--- config.mk ---
export PLATFORM = sky130hd
export DESIGN_NAME = mpeq_cfg
export DESIGN_NICKNAME = d
export VERILOG_FILES = /design/src/sv/mpeq_pkg.sv /design/src/sv/mpeq_cfg.sv
export SDC_FILE = /design/constraint.sdc
export NUM_CORES = 1
export LEC_CHECK = 0
export ABC_AREA = 1
export ABC_CLOCK_PERIOD_IN_PS = 1000
export BUFFER_PORTS_ARGS = -buffer_cell sky130_fd_sc_hd__buf_2
export CAP_MARGIN = 30
export CORE_ASPECT_RATIO = 0.6
export CORE_MARGIN = 10
export CORE_UTILIZATION = 47
export DETAILED_ROUTE_END_ITERATION = 12
export GPL_TIMING_DRIVEN = 0
export PLACE_DENSITY = 0.81
export SYNTH_ARGS = -nofsm -noshare
export SYNTH_HDL_FRONTEND = slang
export SYNTH_SLANG_ARGS = --single-unit
export TNS_END_PERCENT = 100
--- constraint.sdc ---
create_clock -name i_clk -period 1 [get_ports i_clk]
set_clock_uncertainty 0.1 [all_clocks]
set_input_delay 0.05 -clock i_clk [delete_from_list [all_inputs] [get_ports i_clk]]
set_output_delay 0.05 -clock i_clk [all_outputs]
set_load 0.01 [all_outputs]
--- src/sv/mpeq_pkg.sv ---
`timescale 1ns / 1ps

package mpeq_pkg;

    localparam int FILTER_TAPS_DEF = 5;
    localparam int COUNT_BITS_DEF  = 8;
    localparam int WINDOW_W        = 5;
    localparam int CFG_W           = 8;
    localparam int CFG_IDX_W       = 2;

    localparam logic [1:0] MODE_IDLE  = 2'd0;
    localparam logic [1:0] MODE_CALIB = 2'd1;
    localparam logic [1:0] MODE_READY = 2'd2;
    localparam logic [1:0] MODE_ACERR = 2'd3;

    localparam logic FUNC_SAMPLE = 1'b0;
    localparam logic FUNC_BEGIN  = 1'b1;

    localparam logic [CFG_IDX_W-1:0] REG_EDGE_POL  = 2'd0;
    localparam logic [CFG_IDX_W-1:0] REG_PULSE_END = 2'd1;
    localparam logic [CFG_IDX_W-1:0] REG_MISS_EDGE = 2'd2;
    localparam logic [CFG_IDX_W-1:0] REG_MIN_GAP   = 2'd3;

    localparam logic             EDGE_POL_RST  = 1'b1;
    localparam logic [CFG_W-1:0] PULSE_END_RST = 8'd9;
    localparam logic [CFG_W-1:0] MISS_EDGE_RST = 8'd102;
    localparam logic [CFG_W-1:0] MIN_GAP_RST   = 8'd97;

    typedef struct packed {
        logic             edge_pol;
        logic [CFG_W-1:0] pulse_end;
        logic [CFG_W-1:0] miss_edge;
        logic [CFG_W-1:0] min_gap;
    } t_cfg;

    typedef struct packed {
        logic                func;
        logic                sample;
        logic [WINDOW_W-1:0] window;
    } t_item;

    typedef struct packed {
        logic       catch_pulse;
        logic [1:0] mode;
        logic       level;
    } t_result;

endpackage

--- src/sv/mpeq_cfg.sv ---
`timescale 1ns / 1ps

module mpeq_cfg import mpeq_pkg::*; (
    input  logic                 i_clk,
    input  logic                 i_rst_n,
    input  logic                 i_wr,
    input  logic [CFG_IDX_W-1:0] i_index,
    input  logic [CFG_W-1:0]     i_data,
    output t_cfg                 o_cfg
);

    t_cfg r_cfg;

    always_ff @(posedge i_clk) begin
        if (!i_rst_n) begin
            r_cfg.edge_pol  <= EDGE_POL_RST;
            r_cfg.pulse_end <= PULSE_END_RST;
            r_cfg.miss_edge <= MISS_EDGE_RST;
            r_cfg.min_gap   <= MIN_GAP_RST;
        end else if (i_wr) begin
            unique case (i_index)
                REG_EDGE_POL:  r_cfg.edge_pol  <= i_data[0];
                REG_PULSE_END: r_cfg.pulse_end <= i_data;
                REG_MISS_EDGE: r_cfg.miss_edge <= i_data;
                REG_MIN_GAP:   r_cfg.min_gap   <= i_data;
            endcase
        end
    end

    assign o_cfg = r_cfg;

endmodule

==> results summary, run 1 <==
For this run, the top clock speed supported by timing is 1050 MHz. Counting both buffers and inverters, the worst setup path holds a total of 2. The stage delay of the slowest cell on the critical path came out at 620 ps.

The leakage dissipation came out at 0.766 nW. The highest layer touched by signal routing is met3. The peak ir drop on the vdd network is 819 µV. Max-cap violations in this run came to 0. In this run the critical register-to-register path is launched from o_cfg[18]. The final clock period utilization by the worst path came out at 95.7%. The worst setup path is of the input port to flip-flop kind. The share of the core filled with cells is 66.3%.

Synthesis instantiated 12 different standard cells from the library. The transition time at the pin with the least slew margin came out at 423 ps. Clock tree synthesis inserted a total of 3 buffers. Among all stages on the critical path, the largest delay is contributed by sky130_fd_sc_hd__dlygate4sd3_1. The minimum clock period after layout is 957 ps. Summed over all instances, the cell type with the most area after synthesis is sky130_fd_sc_hd__dfxtp_1. The via count of the first global-routing pass was 993. The clock slew at the register clock pins of the worst setup and hold paths came out at 80 ps. The area of placed instances came out at 1250 µm². The count of final max-slew check failures came to 0.

The effective utilization at floorplan is 48.7%. The synthesis-stage register bit count came out at 25. Setup repair after global routing left no endpoint under its margin. The floorplan die area is 4570 µm². STA classifies the critical path endpoint as a flip-flop. After detailed routing, the met3 layer carries 278 µm of wire. The last weighted congestion value of the routability-driven placer came out at 0.825.

The multi-input combinational cell area came out at 410 µm². The total vias in the final route came out at 1051. The run finished with clean final reports. After the last flow step, the layout net total stands at 209. Summing the areas of all compound-gate instances in the mapped netlist gives 0% of the synthesized area. The detail route stage leaves a number of antenna-violating nets equal to 0. Headroom to the max-slew limit came out at 71.8%.

STA puts the critical path data required time at 1040 ps. The later pin in the worst-skew pair is clocked with a latency of 260 ps. Wire segments on met2 add up to 1170 µm in the final route. The flip-flop cell with the highest count after synthesis is sky130_fd_sc_hd__dfxtp_1.

After layout, the worst setup slack is 43.4 ps. The relative area change from synthesis to final layout came out at 36.0%. The area occupied by registers is 500 µm². The mux share of post-synthesis cell area came out at 0%.

The first-pass iteration count of the detailed router is 4. TritonCTS built the clock tree. The placeable core region came out at 2150 µm².

The detail-routed via count per cell came out at 4.67. The launch point of the worst hold path is i_index[1]. The number of standard cells after synthesis is 145. The worst hold path depth came out at 3. The fraction of final layout cells sized beyond drive strength 1 is 26.2%.

The maximum count of clock buffers along a single path is 2. The mean instance size in the synthesized netlist is 7.21 µm². Across all register-to-register paths, the minimum setup slack is 250 ps. The starting DRC count in detailed routing is 66. Once the clock tree was built, the setup fixing pass inserted 0 buffers.

The number of endpoints with negative hold slack in the final report was 0. The total detailed-routing wirelength came out at 2770 µm. The share of the synthesized netlist area taken by xor and xnor gates came out at 0%. For this design, the sink count on the clock tree is 25. The arrival time of the worst setup path came out at 1000 ps. The end point of the most critical hold path is o_cfg[14]. The power density normalized to cell area is 1410 nW/µm². The post-synthesis share of cell area spent on and, or, nand and nor gates is 39.2%. The post-route cell area came out at 1420 µm². The wire length of the first global-routing pass came out at 4550 µm. The width of the die is 80.9 µm.

The proportion of synthesized flip-flops having asynchronous set or reset is 0%. The total of endpoints with negative setup slack in the final report is 0. The arithmetic-cell share of the synthesized area counting full adders, half adders and majority gates is 0%. Summed over all layers, the global routing overflow is 0. The most frequent cell after synthesis is sky130_fd_sc_hd__nand2_1. The cell family contributing the most delay on the critical path is buffers and inverters. The share of the yosys chip area belonging to registers is 47.8%. The filler cell count came out at 204. By area, the combinational part of the netlist is dominated by simple AND/OR/NAND/NOR gates. 38 I/O pins were placed. In this run the number of H-tree levels came out at 1. STA classifies the critical path startpoint as an input port. The cell chosen for the clock root is sky130_fd_sc_hd__clkbuf_8.

The die height came out at 56.5 µm. The standard-cell row count is 13. The global routing usage summed across all routing layers is 12.2%. The min-delay analysis places its worst path in the category input port to flip-flop.

Adding up every negative setup slack in the final design gives 0 ps. The count of warnings emitted by yosys is 0. The synthesized netlist net count is 158. By area the synthesized netlist is led by sky130_fd_sc_hd__dfxtp_1 48%, sky130_fd_sc_hd__nand2_1 14%, sky130_fd_sc_hd__nor2_1 11%. The number of antenna violations at the first check in global routing is 0. After clock tree synthesis, the repair step resized 0 gates. The flip-flop count of the largest register after layout is 25.

The end of the worst register-to-register path is o_cfg[18]. Counting instances in the post-synthesis netlist gives the leading cell types as 40 x sky130_fd_sc_hd__nand2_1, 30 x sky130_fd_sc_hd__nor2_1, 25 x sky130_fd_sc_hd__dfxtp_1. The synthesized netlist occupies a cell area of 1050 µm².

The number of antenna repair diodes came out at 0. The remaining routing DRC violations is 0. The worst register-to-register path has a depth of 4. The area fraction of the dominant cell type after synthesis came out at 47.8%. The port buffer count came out at 34. The detailed placement HPWL is 2100 µm.

The total design power is 0.00201 W. OpenSTA, run right after detailed placement, puts the worst setup slack at 52.0 ps. Traced cell by cell, the critical path runs through buf_6 > dlygate4sd3_1 > nand4_1 > nand3_1.

In this run the worst path has a maximum fanout of 5. In this run, post-CTS hold repair placed 12 buffers. Dividing the detail-routed wire length by the instance count gives 12.3 µm. The maximum number of pins on one net before global-route repair is 16. For this block, wires on met1 add up to 1320 µm. The synthesized design contains 0 enable-type register cells.
-- cell usage in the layout (no fill, tap or decap), drive strengths merged --
master and n:
buf 42, nand2 40, nor2 30, dfxtp 25, inv 17, nand3 14
dlygate4sd3 12, nand4 10, clkbuf 4, clkinvlp 1
-- per-layer routing --
metal	GRT usage, %	vias to the layer above
met5	0	-
met4	1.72	0
met3	6.83	0
met2	18.2	37
met1	15.3	466
li1	-	548
-- where the power goes --
| group | leakage [nW] | internal (W) | total, W | switching (W) |
|---|---|---|---|---|
| Combinational | 0.539 | 0.000144 | 0.000329 | 0.000185 |
| Clock | 0.0217 | 0.000282 | 0.000603 | 0.000321 |
| Sequential | 0.205 | 0.00105 | 0.00107 | 0.0000253 |
-- worst max-delay path by stage --
stage / depth (start not counted) / start / slack, ps / endpoint
2_1_floorplan: 6 / i_index[0] / 190 / o_cfg[11]
3_3_place_gp: 3 / i_rst_n / 100 / o_cfg[0]
3_5_place_dp: 3 / i_rst_n / 50 / o_cfg[6]
4_1_cts: 1 / o_cfg[2] / 80 / o_cfg[2]
5_1_grt: 4 / i_index[0] / 8 / o_cfg[6]
6_report: 4 / i_index[0] / 40 / o_cfg[6]
-- stage by stage --
step / hold slack (ps) / std cells
finish: 4.37 / 225
floorplan: 84.9 / 145
CTS: 5.63 / 225
detailed placement: 218 / 209
global placement: 210 / 209
global route: 20.6 / 225
-- cells by family (layout without fill, tap and decap cells) --
logic type | count (synthesis) | count (layout)
AND/OR/NAND/NOR | 94 | 94
buffers and inverters | 26 | 76
flip-flops | 25 | 25
-- final cells by class --
| cell class | instances | area share [%] |
|---|---|---|
| plain buffers | 9 | 4.84 |
| multi-input cells | 94 | 28.8 |
| repair buffers | 46 | 20.4 |
| clock inverters | 1 | 0.528 |
| inverters | 17 | 4.66 |
| well taps | 30 | 2.64 |
| clock buffers | 3 | 2.90 |
| flip-flops and latches | 25 | 35.2 |
-- tightest hold or removal path, delay by kind of cell --
family | cells | cell delay [ps]
and+or+nand+nor | 2 | 170
buffers and inverters | 1 | 110
Power figures use the tool's default switching activity.
==> run 2, diff against run 1 <==
--- a/config.mk
+++ b/config.mk
@@ -6,7 +6,7 @@
 export NUM_CORES = 1
 export LEC_CHECK = 0
 export ABC_AREA = 1
-export ABC_CLOCK_PERIOD_IN_PS = 1000
+export ABC_CLOCK_PERIOD_IN_PS = 950
 export BUFFER_PORTS_ARGS = -buffer_cell sky130_fd_sc_hd__buf_2
 export CAP_MARGIN = 30
 export CORE_ASPECT_RATIO = 0.6
==> constraint.sdc (replaced) <==
create_clock -name i_clk -period 0.95 [get_ports i_clk]
set_clock_uncertainty 0.1 [all_clocks]
set_input_delay 0.0475 -clock i_clk [delete_from_list [all_inputs] [get_ports i_clk]]
set_output_delay 0.0475 -clock i_clk [all_outputs]
set_load 0.01 [all_outputs]
==> results summary, run 2 (synthesis gave the netlist of run 1 again) <==
The highest attainable clock frequency came out at 1100 MHz. The count of max-cap constraint violations came out at 0 (unchanged). The transition time at the pin with the least slew margin is 425 ps (+2.14 ps). The first-pass iteration count of the detailed router is 4 (unchanged). The TritonCTS buffer count came to 3 (unchanged). The stage delay of the slowest cell on the critical path came out at 350 ps (-270 ps).

The starting DRC count in detailed routing is 58 (-12%). The standard-cell row count came out at 13 (unchanged). The proportion of power drawn by the clock network was 29.9% (-0.2 points). The data required time at the worst endpoint is 800 ps (-240 ps). The kind of capture point of the worst setup path is an output port.

The TritonCTS clock tree is built. The placeable core region came out at 2150 µm² (unchanged). The effective utilization at floorplan is 48.7% (unchanged). The flip-flop count of the largest register after layout was 25 (unchanged).

The power density normalized to cell area is 1480 nW/µm² (+4.8%). The count of final max-slew check failures came to 0 (unchanged). Clock tree synthesis selected as its root buffer the cell sky130_fd_sc_hd__clkbuf_8.

The clock insertion delay at the later pin of the skew report came to 260 ps (about the same). The number of H-tree levels came to 1 (unchanged). The most common library cell in the layout ignoring fill and taps is sky130_fd_sc_hd__nand2_1. The number of clock sinks is 25 (unchanged). The minimum clock period after layout came out at 911 ps.

The die height is 56.5 µm (unchanged). The worst setup path is of the flip-flop to output port kind. The switching part of the total power is 26.3% (-0.18 points). The number of antenna repair diodes is 0 (unchanged).

The cell family contributing the most delay on the critical path is flip-flops. The combinational share of power came out at 16.4% (about the same). The path class of the lowest-slack min-delay path is input port to flip-flop.

The area growth from synthesis to layout is 36.4%. The final net count is 209 (unchanged). The final clock period utilization by the worst path is 95.9%. The worst setup path is launched from a flip-flop. The total design power is 0.00211 W (+5.1%). The detailed placement HPWL is 2100 µm (unchanged). The run finished, with violations left. The width of the die came out at 80.9 µm (unchanged). The mean routed wirelength per cell came out at 12.2 µm (-0.43%). The via count of the first global-routing pass came out at 993 (unchanged). The detail-routed via count per cell came out at 4.64 (-0.67%). The pre-CTS setup slack was 4.52 ps (-47.5 ps). The worst relative slew slack came out at 71.7% (-0.14 points). The largest fanout on the critical path is 2 (-3).

The total vias in the final route came out at 1044 (-0.67%). The maximum number of pins on one net before global-route repair is 16 (unchanged). The port buffer count came out at 34 (unchanged). The arrival time of the worst setup path was 760 ps (-240 ps). The final-layout worst hold slack came out at -22.2 ps (-26.6 ps). The last weighted congestion value of the routability-driven placer came out at 0.825 (unchanged).

The sum of negative setup slack is 0 ps (unchanged). The fraction of final layout cells sized beyond drive strength 1 came to 27.7% (+1.5 points). The antenna violation net count after detailed routing was 0 (unchanged). The area occupied by registers came to 504 µm² (+0.75%). The total of endpoints with negative setup slack in the final report is 0 (unchanged).

The number of buffer and inverter instances along the worst setup path is 1 (-1). The filler cell count is 204 (unchanged). The global routing usage summed across all routing layers is 12.2% (unchanged). The net switching power was 0.000554 W (+4.4%).

Traced cell by cell, the critical path runs through buf_2. The smallest setup slack after layout came to 39.4 ps (-4.06 ps). The wire length of the first global-routing pass came out at 4550 µm (unchanged). The maximum count of clock buffers along a single path came out at 2 (unchanged). In the layout the commonest cells are 40 x sky130_fd_sc_hd__nand2_1, 38 x sky130_fd_sc_hd__buf_2, 30 x sky130_fd_sc_hd__nor2_1. The number of antenna violations at the first check in global routing came out at 0 (unchanged). The relative contribution of sequential cells to total power is 53.7% (+0.2 points). The final reports fail on negative hold slack. The I/O pin total came out at 38 (unchanged).

The multi-input combinational cell area is 410 µm² (unchanged). For this design, the slowest cell found on the critical path is sky130_fd_sc_hd__dfxtp_1. The leftover overflow at the end of global routing came out at 0 (unchanged). The floorplan die area came out at 4570 µm² (unchanged). Setup repair after global routing left no endpoint under its margin. The peak ir drop on the vdd network came out at 858 µV (+4.8%). The remaining routing DRC violations is 0 (unchanged).

The total detailed-routing wirelength was 2750 µm (-0.43%). The leakage dissipation came out at 0.765 nW (about the same). The clock slew at the register clock pins of the worst setup and hold paths came to 90 ps (about the same).

The number of endpoints with negative hold slack in the final report is 2 (+2). The cell-internal power is 0.00155 W (+5.3%).
-- run 2: final timing paths --
kind | start | endpoint | slack, ps | depth (start not counted)
worst max register to register | o_cfg[18] | o_cfg[18] | 200 | 4
worst min-delay path | i_index[0] | o_cfg[6] | -20 | 3
worst min register to register | o_cfg[10] | o_cfg[10] | 360 | 2
worst max-delay path | o_cfg[2] | o_cfg[2] | 40 | 1
-- run 2: repair_timing --
| action | in CTS | in global routing |
|---|---|---|
| setup endpoints to repair | 0 | 5 |
| hold buffers | 12 | 1 |
| setup buffers | 0 | 0 |
| hold endpoints to repair | 24 | 3 |
| gates resized for setup | 0 | 3 |
-- run 2: power groups by stage --
stage	clock [W]	combinational [W]	sequential, W
floorplan	0	0.000156	0.00118
global placement	0	0.000298	0.00115
detailed placement	0	0.000308	0.00115
CTS	0.000659	0.000348	0.00113
global route	0.000705	0.000390	0.00114
finish	0.000630	0.000346	0.00113
-- run 2: layer usage --
layer	up-vias	track usage, %	share of wire, %
met4	0	1.72	0
met2	34	18.2	42
li1	549	-	-
met3	0	6.83	9.8
met5	-	0	0
met1	461	15.3	48
-- run 2: worst reg2reg max path, delay by kind of cell (launching register included) --
family,cells,cell delay (ps)
DFF,1,340
buffers and inverters,1,50
and+or+nand+nor,3,210
-- run 2: final cells by class --
| class | instances | share of cell area [%] |
|---|---|---|
| Buffer | 9 | 4.82 |
| Clock buffer | 3 | 2.89 |
| Clock inverter | 1 | 0.526 |
| Inverter | 17 | 4.65 |
| Multi-Input combinational cell | 94 | 28.8 |
| Sequential cell | 25 | 35.4 |
| Tap cell | 30 | 2.63 |
| Timing Repair Buffer | 46 | 20.4 |
-- run 2: stage by stage --
| step | instance area, µm² | utilization [%] | cells |
|---|---|---|---|
| final | 1430 | 66.4 | 225 |
| after global routing | 1430 | 66.4 | 225 |
| after CTS | 1420 | 66.3 | 225 |
| after detailed placement | 1250 | 58.4 | 209 |
| after global placement | 1250 | 58.4 | 209 |
| after floorplan | 1050 | - | 145 |
