## src/sv/mpeq_pkg.sv

```systemverilog
`timescale 1ns / 1ps

package mpeq_pkg;

    localparam int FILTER_TAPS_DEF = 5;
    localparam int COUNT_BITS_DEF  = 8;
    localparam int WINDOW_W        = 5;
    localparam int CFG_W           = 8;
    localparam int CFG_IDX_W       = 2;

    localparam logic [1:0] MODE_IDLE  = 2'd0;
    localparam logic [1:0] MODE_CALIB = 2'd1;
    localparam logic [1:0] MODE_READY = 2'd2;
    localparam logic [1:0] MODE_ACERR = 2'd3;

    localparam logic FUNC_SAMPLE = 1'b0;
    localparam logic FUNC_BEGIN  = 1'b1;

    localparam logic [CFG_IDX_W-1:0] REG_EDGE_POL  = 2'd0;
    localparam logic [CFG_IDX_W-1:0] REG_PULSE_END = 2'd1;
    localparam logic [CFG_IDX_W-1:0] REG_MISS_EDGE = 2'd2;
    localparam logic [CFG_IDX_W-1:0] REG_MIN_GAP   = 2'd3;

    localparam logic             EDGE_POL_RST  = 1'b1;
    localparam logic [CFG_W-1:0] PULSE_END_RST = 8'd9;
    localparam logic [CFG_W-1:0] MISS_EDGE_RST = 8'd102;
    localparam logic [CFG_W-1:0] MIN_GAP_RST   = 8'd97;

    typedef struct packed {
        logic             edge_pol;
        logic [CFG_W-1:0] pulse_end;
        logic [CFG_W-1:0] miss_edge;
        logic [CFG_W-1:0] min_gap;
    } t_cfg;

    typedef struct packed {
        logic                func;
        logic                sample;
        logic [WINDOW_W-1:0] window;
    } t_item;

    typedef struct packed {
        logic       catch_pulse;
        logic [1:0] mode;
        logic       level;
    } t_result;

endpackage

```

## src/sv/mpeq_step.sv

```systemverilog
`timescale 1ns / 1ps

module mpeq_step import mpeq_pkg::*; #(
    parameter int FILTER_TAPS = FILTER_TAPS_DEF,
    parameter int COUNT_BITS  = COUNT_BITS_DEF
) (
    input  logic    i_clk,
    input  logic    i_rst_n,
    input  logic    i_en,
    input  t_item   i_item,
    input  t_cfg    i_cfg,
    output t_result o_res
);

    localparam int ONES_W  = $clog2(FILTER_TAPS + 1);
    localparam int MAJ_LIM = FILTER_TAPS / 2;
    localparam logic [COUNT_BITS-1:0] CNT_MAX = {COUNT_BITS{1'b1}};
    localparam logic [COUNT_BITS-1:0] CNT_ONE = COUNT_BITS'(1);

    logic [FILTER_TAPS-1:0] r_hist, n_hist;
    logic                   r_level, n_level;
    logic                   r_in_pulse, n_in_pulse;
    logic [COUNT_BITS-1:0]  r_tick, n_tick;
    logic [COUNT_BITS-1:0]  r_bad, n_bad;
    logic [COUNT_BITS-1:0]  r_good, n_good;
    logic [1:0]             r_mode, n_mode;
    logic                   n_fire;

    logic [FILTER_TAPS+WINDOW_W-1:0] w_ext;
    logic [FILTER_TAPS-1:0]          w_seed;
    logic [FILTER_TAPS-1:0]          w_shift;
    logic                            w_lvl;
    logic                            w_seed_lvl;
    logic [COUNT_BITS-1:0]           w_bad_dec;
    logic [COUNT_BITS-1:0]           w_good_dec;
    logic [COUNT_BITS-1:0]           w_pend;
    logic [COUNT_BITS-1:0]           w_miss;
    logic [COUNT_BITS-1:0]           w_gap;

    function automatic logic majority(input logic [FILTER_TAPS-1:0] h);
        logic [ONES_W-1:0] ones;
        ones = '0;
        for (int i = 0; i < FILTER_TAPS; i++) begin
            ones = ones + ONES_W'(h[i]);
        end
        return ones > ONES_W'(MAJ_LIM);
    endfunction

    assign w_ext      = {{FILTER_TAPS{1'b0}}, i_item.window};
    assign w_seed     = w_ext[FILTER_TAPS-1:0];
    assign w_shift    = {r_hist[FILTER_TAPS-2:0], i_item.sample};
    assign w_lvl      = majority(w_shift);
    assign w_seed_lvl = majority(w_seed);
    assign w_bad_dec  = r_bad - CNT_ONE;
    assign w_good_dec = r_good - CNT_ONE;
    assign w_pend     = COUNT_BITS'(i_cfg.pulse_end);
    assign w_miss     = COUNT_BITS'(i_cfg.miss_edge);
    assign w_gap      = COUNT_BITS'(i_cfg.min_gap);

    always_comb begin
        n_hist     = r_hist;
        n_level    = r_level;
        n_in_pulse = r_in_pulse;
        n_tick     = r_tick;
        n_bad      = r_bad;
        n_good     = r_good;
        n_mode     = r_mode;
        n_fire     = 1'b0;
        if (i_item.func == FUNC_BEGIN) begin
            n_hist  = w_seed;
            n_level = w_seed_lvl;
            n_mode  = MODE_CALIB;
            n_tick  = CNT_MAX - CNT_ONE;
            n_bad   = CNT_MAX;
            n_good  = CNT_MAX;
        end else if (r_mode != MODE_IDLE) begin
            n_hist = w_shift;
            if (w_lvl == r_level) begin
                if (r_in_pulse) begin
                    if (r_tick == w_pend) begin
                        n_tick     = CNT_MAX;
                        n_in_pulse = 1'b0;
                        n_fire     = (r_mode == MODE_READY);
                    end
                end else if (r_tick >= w_miss) begin
                    n_tick = CNT_MAX;
                    n_good = CNT_MAX;
                    n_bad  = w_bad_dec;
                    if (w_bad_dec == '0) begin
                        n_mode = MODE_ACERR;
                    end
                end
                n_tick = n_tick + CNT_ONE;
            end else begin
                n_level = w_lvl;
                if (w_lvl == i_cfg.edge_pol) begin
                    n_in_pulse = 1'b1;
                    n_tick     = '0;
                    if (r_mode == MODE_CALIB) begin
                        n_mode = MODE_READY;
                    end else if (r_tick > w_gap) begin
                        n_bad  = CNT_MAX;
                        n_fire = (r_mode == MODE_READY);
                        n_good = w_good_dec;
                        if (w_good_dec == '0) begin
                            n_mode = MODE_READY;
                        end
                    end else begin
                        n_good = CNT_MAX;
                        n_bad  = w_bad_dec;
                        if (w_bad_dec == '0) begin
                            n_mode = MODE_ACERR;
                        end
                    end
                end
            end
        end
    end

    always_ff @(posedge i_clk) begin
        if (!i_rst_n) begin
            r_hist     <= '0;
            r_level    <= 1'b0;
            r_in_pulse <= 1'b0;
            r_tick     <= '0;
            r_bad      <= CNT_MAX;
            r_good     <= CNT_MAX;
            r_mode     <= MODE_IDLE;
        end else if (i_en) begin
            r_hist     <= n_hist;
            r_level    <= n_level;
            r_in_pulse <= n_in_pulse;
            r_tick     <= n_tick;
            r_bad      <= n_bad;
            r_good     <= n_good;
            r_mode     <= n_mode;
        end
    end

    assign o_res.catch_pulse = n_fire;
    assign o_res.mode        = n_mode;
    assign o_res.level       = n_level;

endmodule

```

## config.mk

```make
export PLATFORM = sky130hd
export DESIGN_NAME = mpeq_step
export DESIGN_NICKNAME = d
export VERILOG_FILES = /design/src/sv/mpeq_pkg.sv /design/src/sv/mpeq_step.sv
export SDC_FILE = /design/constraint.sdc
export NUM_CORES = 1
export LEC_CHECK = 0
export BUFFER_PORTS_ARGS = -buffer_cell sky130_fd_sc_hd__buf_4
export CAP_MARGIN = 10
export CORE_ASPECT_RATIO = 0.9
export CORE_UTILIZATION = 30
export CTS_BUF_LIST = sky130_fd_sc_hd__clkbuf_16
export CTS_CLUSTER_DIAMETER = 100
export CTS_CLUSTER_SIZE = 24
export DETAILED_ROUTE_END_ITERATION = 6
export PLACE_DENSITY_LB_ADDON = 0.05
export SLEW_MARGIN = 40
export SYNTH_ARGS = -nofsm -noshare
export SYNTH_HDL_FRONTEND = slang
export SYNTH_SLANG_ARGS = --single-unit
```

## constraint.sdc

```tcl
create_clock -name i_clk -period 4.6 [get_ports i_clk]
set_clock_uncertainty 0.05 [all_clocks]
set_input_delay 0.46 -clock i_clk [delete_from_list [all_inputs] [get_ports i_clk]]
set_output_delay 0.46 -clock i_clk [all_outputs]
set_load 0.03 [all_outputs]
```

==> out/metrics.yaml, run 1 <==
portBuffers: 38
final_cells: 514
crit_fanout: 5
drive_above_1_share_pct: 16.3
post-route-period-util_pct: 81.4
grt_util_met3_pct: 3.73
coreArea_mm2: 0.00921
power_density_mw_per_mm2: 271
grt_max_degree: 23
maxSlewHeadroom_pct: 51.6
initial_core_util_pct: 31.1
root_buffer: "clkbuf_16"
critPathRequiredTime_ps: 4090
cp-end-kind: "output port"
drtPass1Iterations: 4
wl_per_cell_um: 14.5
use_met2_pct: 26.0
numCtsBuffers: 5
final_net_count: 456
nFillCells: 985
ir_worst_vdd_mv: 0.103
drtIter0Drc: 85
synth-seq-cells: 32
area_growth_pct: 16.3
hold_class: "in -> reg"
postSynth.asyncResetShare_pct: 0
cts-resized-gates: 0
groute.usage.overall_pct: 16.2
dp_cells: 507
post_cts_buffers: 0
clock-sinks: 32
pin_count: 39
fin_crit_ps: 3740
num_vias: 2612
dieHeight_um: 94.7
grt_setup_unrepaired: "no"
busiest_layer: "met2"
wl_um: 7470
gp_congestion: 0.743
syn_inst: 364
drv_cap: 0
rows: 33
synth_nets: 428
grt_pass1_vias: 2537
slew_viol_final: 0
grtUsageMet1_pct: 22.2
fmax_ghz: 0.267
synth_enable_flop_cells: 0
drtAntennaViolNets: 0
cts_buffer_depth: 2
antenna_found_initial: 0
p_leak_uw: 0.00140
diodes: 0
ys_types: 66
drc_errors: 0
crit_type: "reg -> out"
cts_tree: "done"
grt_pass1_wl_um: 12700
fin_setup_tns_ps: 0
clock_latency_ps: 280
die_x_um: 105
overflow: 0
setup_viol: 0
cts_hold_buf: 0
avgViaCountPerCell: 5.08
htreeDepth: 2
worstPathArrival_ps: 3230
clk_pin_slew_ps: 60
tightest_slew_ps: 722
ys.flop_type: "dfxtp_1"
start_kind: "register"
die_area_mm2: 0.00994
syn_area_per_cell_um2: 7.86
synth_area_mm2: 0.00286
hold_violations: 0
status: "finished, final reports clean"
yosys_warnings: 0
ys_seq_area_share_pct: 22.4
place_hpwl_um: 5720
[logic make-up (layout without fill, tap and decap cells)]
family / after synthesis / count (layout) / share of synthesized area (%)
AND/OR/NAND/NOR: 130 / 130 / 24.2
multiplexers: 8 / 8 / 2.84
XOR/XNOR: 17 / 17 / 5.20
AO/OA/AOI/OAI: 93 / 93 / 22.9
adder cells (fa/ha/maj): 29 / 29 / 13.7
buffers and inverters: 55 / 83 / 8.78
flip-flops: 32 / 32 / 22.4
[final timing paths]
kind,from,end,cells past startpoint,slack (ps)
hold / removal,i_rst_n,r_bad[3],2,390
hold reg to reg,r_good[7],r_good[7],2,440
setup / recovery,r_hist[0],o_res[3],10,860
setup reg to reg,r_hist[0],r_good[7],11,1160
[per-layer routing]
metal  routed length, µm  up-vias
li1                    -     1356
met1                4010     1211
met2                3110       39
met3                 281        6
met4                  65        0
met5                   0        -
[sequential cells by signal, summed over array words and instances, names as in the netlist]
name	cells
r_bad	8
r_good	8
r_hist	4
r_in_pulse	1
r_level	1
r_mode	2
r_tick	8
[critical path: stages, from the launching register on]
cell and delay [ps]:
dfxtp_1 350, inv_1 60, fa_1 470, fa_1 400, ha_1 300, nand3b_1 110
a21oi_1 260, mux2_2 270, a32oi_1 70, nor4b_1 410, buf_4 250
[synthesized netlist by cell type (2+ instances only)]
cell type  count  area (µm²)
o211ai_2       2        25.0
dfxtp_1       32         641
a31o_1         2        17.5
or2_1          2        12.5
buf_4          2        15.0
xnor2_1       17         149
o21ai_0       11        55.1
a211oi_1       6        45.0
buf_6          4        45.0
o32ai_1        3        26.3
nand3_1        5        25.0
ha_1          25         313
nand4_1        8        50.1
buf_2          6        30.0
nand2_2        2        12.5
nor3_1        18        90.1
nor2_1        32         120
a32oi_1        2        17.5
nand3b_1       2        15.0
o31ai_2        2        25.0
nor2b_1        6        37.5
clkbuf_1       6        22.5
o21ai_1        9        45.0
fa_1           4        80.1
a22oi_1        3        22.5
nor3b_1        4        30.0
a21o_1         2        15.0
a21oi_1       22         110
nand2_1       26        97.6
o31ai_1        5        37.5
mux2i_1        7        70.1
and3_1         3        18.8
a31oi_1        5        31.3
nor3_2         4        40.0
nand2b_1       3        18.8
inv_1         36         135
or3_1          5        31.3
a41oi_1        2        17.5
and4b_1        2        20.0
[final cells by class]
type,instances,area (µm²),area share (%)
sequential,32,641,19.2
clock buffer,5,125,3.76
multi-input combinational,277,1970,59.2
inverter,37,139,4.17
timing repair buffer,39,293,8.80
tap,122,153,4.59
clock inverter,2,7.51,0.226
[power breakdown]
| part | leakage (µW) | total [µW] | internal, µW | switching [µW] |
|---|---|---|---|---|
| sequential | 0.000262 | 329 | 297 | 32.4 |
| combinational | 0.00108 | 258 | 115 | 142 |
| clock | 0.0000648 | 313 | 194 | 120 |
| total | 0.00140 | 900 | 606 | 294 |
[per-stage QoR]
step	setup slack (ps)	power, µW	cell area, µm²	util (%)	hold WS [ps]
floorplan	1160	527	2860	-	400
global placement	919	595	3200	34.7	421
detailed placement	921	595	3200	34.7	429
CTS	825	914	3330	36.1	384
global route	590	965	3330	36.1	388
finish	857	900	3330	36.1	392
[placed cells by master, fill, tap and decap left out, types with 6 or more instances in the layout]
| master | n |
|---|---|
| a21oi_1 | 22 |
| o21ai_1 | 9 |
| ha_1 | 25 |
| nor2b_1 | 6 |
| dfxtp_1 | 32 |
| inv_1 | 35 |
| a211oi_1 | 6 |
| xnor2_1 | 17 |
| nand2_1 | 26 |
| nor3_1 | 18 |
| mux2i_1 | 7 |
| o21ai_0 | 11 |
| buf_4 | 39 |
| nor2_1 | 32 |
| nand4_1 | 8 |
No activity file was read; power rests on OpenSTA's default activity.
==> run 2: changes to the inputs <==
- clock period: 4.6 -> 3.2 ns (I/O delays scaled with it)
==> run 2 against run 1 <==
The flow now finishes with violations (setup timing). Via count is 8.2% higher. Register-to-register slack worse by 1400 ps. Utilization is 6.3 points higher. First-iteration DRC count is 8.2% lower. Global-route usage is 1.1 points higher. Count of clock-buffer cells in the layout stayed put. Combinational power is 110% higher. Largest cell class unchanged.
==> out/metrics.yaml, run 2 (same netlist as run 1, synthesis figures left out) <==
drive_above_1_share_pct: 32.4  # +16 points
postLayoutCellArea_mm2: 0.00391  # +18%
slew_viol_final: 0  # unchanged
wl_um: 8310  # +11%
avgViaCountPerCell: 5.13  # +0.93%
dpl-instance-area_mm2: 0.00343  # +7.2%
drtIter0Drc: 78  # -8.2%
fin_crit_ps: 3450
layout_setup_ws_ps: -253  # -1110 ps
initial_core_util_pct: 31.1  # unchanged
overflow: 0  # unchanged
root_buffer: "clkbuf_16"
pin_count: 39  # unchanged
cts_tree: "done"
fmax_ghz: 0.290
cts_buffer_depth: 2  # unchanged
grt_max_degree: 23  # unchanged
rows: 33  # unchanged
ir_worst_vdd_mv: 0.202  # +95%
p_total_uw: 1460  # +62%
worstPathArrival_ps: 3080  # -150 ps
setup_viol: 19  # +19
clock_latency_ps: 270  # about the same
hold_violations: 0  # unchanged
power_density_mw_per_mm2: 373  # +38%
clk_pin_slew_ps: 60  # about the same
dieHeight_um: 94.7  # unchanged
gp_congestion: 0.737  # -0.79%
post-route-period-util_pct: 108
cp-end-kind: "output port"
coreArea_mm2: 0.00921  # unchanged
final_net_count: 492  # +7.9%
tightest_slew_ps: 755  # +33.7 ps
drv_cap: 0  # unchanged
grt_pass1_wl_um: 13700  # +7.6%
groute.usage.overall_pct: 17.3  # +1.1 points
crit_type: "reg -> out"
area_growth_pct: 36.6
die_x_um: 105  # unchanged
maxSlewHeadroom_pct: 49.5  # -2.1 points
mostFrequentLayoutCell: "buf_4"
hold_class: "in -> reg"
numCtsBuffers: 5  # unchanged
diodes: 0  # unchanged
drc_errors: 0  # unchanged
crit_fanout: 4  # -1
wl_per_cell_um: 15.1  # +3.8%
clock-sinks: 32  # unchanged
critPathRequiredTime_ps: 2830  # -1260 ps
drtPass1Iterations: 4  # unchanged
grt_pass1_vias: 2795  # +10%
p_leak_uw: 0.00167  # +19%
violations: "setup timing"
die_area_mm2: 0.00994  # unchanged
final_cell_mix: "65 x buf_4, 35 x inv_1, 30 x nor2_1, 30 x dfxtp_1, 26 x nand2_1"
portBuffers: 38  # unchanged
place_hpwl_um: 6250  # +9.3%
fin_setup_tns_ps: -2840  # -2840 ps
cts_hold_buf: 0  # unchanged
largestRegisters: "r_bad x8, r_good x8, r_tick x8"
drtAntennaViolNets: 0  # unchanged
num_vias: 2826  # +8.2%
antenna_found_initial: 0  # unchanged
status: "finished, violations left"
start_kind: "register"
grt_setup_unrepaired: "yes"
htreeDepth: 2  # unchanged
run 2: cell count changes in the layout (fill, tap and decap cells not counted), sizes merged:
| cell | before | now |
|---|---|---|
| clkinv | 4 | 2 |
| or3 | 6 | 7 |
| inv | 35 | 38 |
| buf | 39 | 74 |
run 2: final timing paths:
path / startpoint / to / slack, ps / depth (start not counted)
worst min-delay path: i_rst_n / r_bad[3] / 250 / 2
worst max register to register: r_hist[2] / r_good[3] / -220 / 12
worst max-delay path: r_hist[2] / o_res[2] / -250 / 11
worst min register to register: r_good[7] / r_good[7] / 440 / 2
run 2: critical path, stage by stage, from the launching register on:
cell and delay (ps):
dfxtp_2 330, inv_2 40, fa_1 480, fa_2 410, ha_4 230, and3b_2 210
or3_4 330, and2_4 190, a31o_1 240, a21oi_2 120, nor2_1 60, buf_4 180
run 2: final cells by class:
| type | instances | area (µm²) |
|---|---|---|
| fill | 960 | 5300 |
| multi-input combinational | 278 | 2240 |
| sequential | 32 | 643 |
| timing repair buffer | 74 | 601 |
| tap | 122 | 153 |
| inverter | 37 | 139 |
| clock buffer | 5 | 125 |
| clock inverter | 3 | 11.3 |
run 2: power breakdown:
| part | internal [µW] | switching [µW] | total [µW] |
|---|---|---|---|
| Sequential | 427 | 36.4 | 464 |
| Clock | 280 | 172 | 451 |
| Combinational | 271 | 274 | 545 |
| Total | 978 | 482 | 1460 |
run 2: per-stage QoR:
step                util [%]  instances  setup WS (ps)  hold slack, ps
global placement        37.2        535           -294             424
global route            42.5        551           -364             249
CTS                     40.0        547           -246             248
finish                  42.5        551           -253             248
detailed placement      37.2        535           -300             428
floorplan                  -        364           3.74             400
run 2: per-layer routing:
layer,GRT usage (%),vias to the layer above,wire (µm)
met1,24.3,1335,4360
met4,3.05,0,70
met5,0,-,0
met2,28.3,54,3570
met3,2.90,6,316
li1,-,1431,-
run 2: repair_timing:
item	4_1_cts	5_1_grt
pin swaps	7	21
buffers inserted	3	4
endpoints found under the setup margin	10	24
resized for setup	20	43
gates cloned	1	1
==> run 3: changes to the inputs <==
- PLACE_DENSITY_LB_ADDON: 0.05 -> not set
- clock period: 3.2 -> 2.9 ns (I/O delays scaled with it)
==> run 3 against run 2 <==
The flow still finishes with violations (setup timing). Register-to-register slack got worse by 270 ps. Cell area about the same. Critical path depth unchanged. Non-clock buffer count decreased by 1. Count of clock-buffer cells in the layout unchanged. Critical endpoint unchanged. Largest cell class unchanged.
==> out/metrics.yaml, run 3 (same netlist as run 1, synthesis figures left out) <==
die_x_um: 105  # unchanged
diodes: 0  # unchanged
slowest_stage: "fa_1"
start_kind: "register"
setup_viol: 27  # +8
p_leak_uw: 0.00165  # -1.3%
drtIter0Drc: 150  # +92%
clock-sinks: 32  # unchanged
dp_worst_setup_slack_ps: -456  # -156 ps
crit_type: "reg -> out"
numCtsBuffers: 5  # unchanged
grt_pass1_vias: 2873  # +2.8%
drtAntennaViolNets: 0  # unchanged
drive_above_1_share_pct: 32.9  # +0.54 points
wl_per_cell_um: 14.9  # -1.3%
avgViaCountPerCell: 5.24  # +2.2%
hold_depth: 2  # unchanged
final_net_count: 491  # -0.20%
cts_hold_buf: 0  # unchanged
r2r_cells: 12  # unchanged
post-route-period-util_pct: 117
grt_max_degree: 22  # -4.3%
wl_um: 8190  # -1.5%
drc_errors: 0  # unchanged
mostFrequentLayoutCell: "buf_4"
violations: "setup timing"
multi_input_area_mm2: 0.00223  # -0.45%
fin_crit_ps: 3410
nFillCells: 916  # -4.6%
postLayoutCellArea_mm2: 0.00391  # about the same
ir_worst_vdd_mv: 0.223  # +10%
hold_class: "in -> reg"
cts_buffer_depth: 2  # unchanged
final_cells: 550  # -0.18%
dpl-instance-area_mm2: 0.00348  # +1.5%
worstPathArrival_ps: 3070  # about the same
area_growth_pct: 36.7  # about the same
dp_cells: 535  # unchanged
p_total_uw: 1700  # +17%
drtPass1Iterations: 4  # unchanged
root_buffer: "clkbuf_16"
htreeDepth: 2  # unchanged
fin_hold_ws_ps: 204  # -43.5 ps
die_area_mm2: 0.00994  # unchanged
cts_tree: "done"
maxSlewHeadroom_pct: 56.0  # +6.5 points
antenna_found_initial: 0  # unchanged
grt_setup_unrepaired: "yes"
grt_pass1_wl_um: 13600  # -0.91%
critPathRequiredTime_ps: 2560  # -270 ps
overflow: 0  # unchanged
pin_count: 39  # unchanged
coreArea_mm2: 0.00921  # unchanged
initial_core_util_pct: 31.1  # unchanged
hold_violations: 0  # unchanged
final_cell_mix: "65 x buf_4, 33 x inv_1, 30 x nor2_1"
dieHeight_um: 94.7  # unchanged
clk_pin_slew_ps: 60  # about the same
clock_latency_ps: 280  # about the same
drv_cap: 0  # unchanged
crit_fanout: 4  # unchanged
num_vias: 2884  # +2.1%
groute.usage.overall_pct: 17.1  # -0.25 points
slew_viol_final: 0  # unchanged
tightest_slew_ps: 656  # -99.6 ps
place_hpwl_um: 6070  # -2.9%
cp-end-kind: "output port"
gp_congestion: 0.820  # +11%
layout_setup_ws_ps: -507  # -254 ps
register_area_um2: 646  # +0.39%
cp_slowest_stage_delay_ps: 470  # about the same
fmax_ghz: 0.293
largestRegisters: "r_bad x8, r_good x8, r_tick x8"
crit_chain: "inv_2 -> fa_1 -> fa_2 -> ha_4 -> and3b_2 -> or3_4 -> and2_4 -> a31o_1 -> a21oi_2 -> nor2_4 -> buf_6"
power_density_mw_per_mm2: 435  # +17%
rows: 33  # unchanged
status: "finished, violations left"
portBuffers: 38  # unchanged
run 3: path summary, 6_finish.rpt:
kind	from	to	slack (ps)
max	r_hist[0]	o_res[2]	-510
max reg2reg	r_hist[0]	r_good[3]	-490
min	i_rst_n	r_bad[3]	200
min reg2reg	r_good[7]	r_good[7]	450
run 3: metrics by stage:
step                      utilization, %  TNS, ps
after detailed placement            37.8    -8510
final                               42.5   -10130
after global routing                42.5   -13410
after global placement              37.8    -7330
after floorplan                        -    -3840
after CTS                           40.4    -6760
run 3: area by class of cell:
class / count / area share, %
Tap cell: 122 / 3.90
Sequential cell: 32 / 16.5
Timing Repair Buffer: 73 / 14.9
Clock buffer: 5 / 3.20
Clock inverter: 3 / 0.991
Multi-Input combinational cell: 278 / 57.0
Inverter: 37 / 3.55
run 3: critical path: cells and delay by family, from the launching register on:
kind,cells,cell delay (ps)
compound gates,2,410
fa+ha+maj,3,1090
buf+inv,2,180
flops,1,330
simple gates,4,800
run 3: routing by layer:
layer	part of all wire, %	global-route usage (%)
met1	48	22.5
met2	47	28.9
met3	4.0	2.35
met4	1.2	5.63
met5	0	0
run 3: report_power, final:
group	switching (µW)	internal (µW)
Sequential	41.7	472
Clock	192	400
Combinational	303	294
run 3: repair_timing:
action | CTS | global route
buffers inserted | 3 | 3
endpoints found under the setup margin | 27 | 29
gates cloned | 1 | 1
pin swaps | 15 | 12
resized for setup | 14 | 38
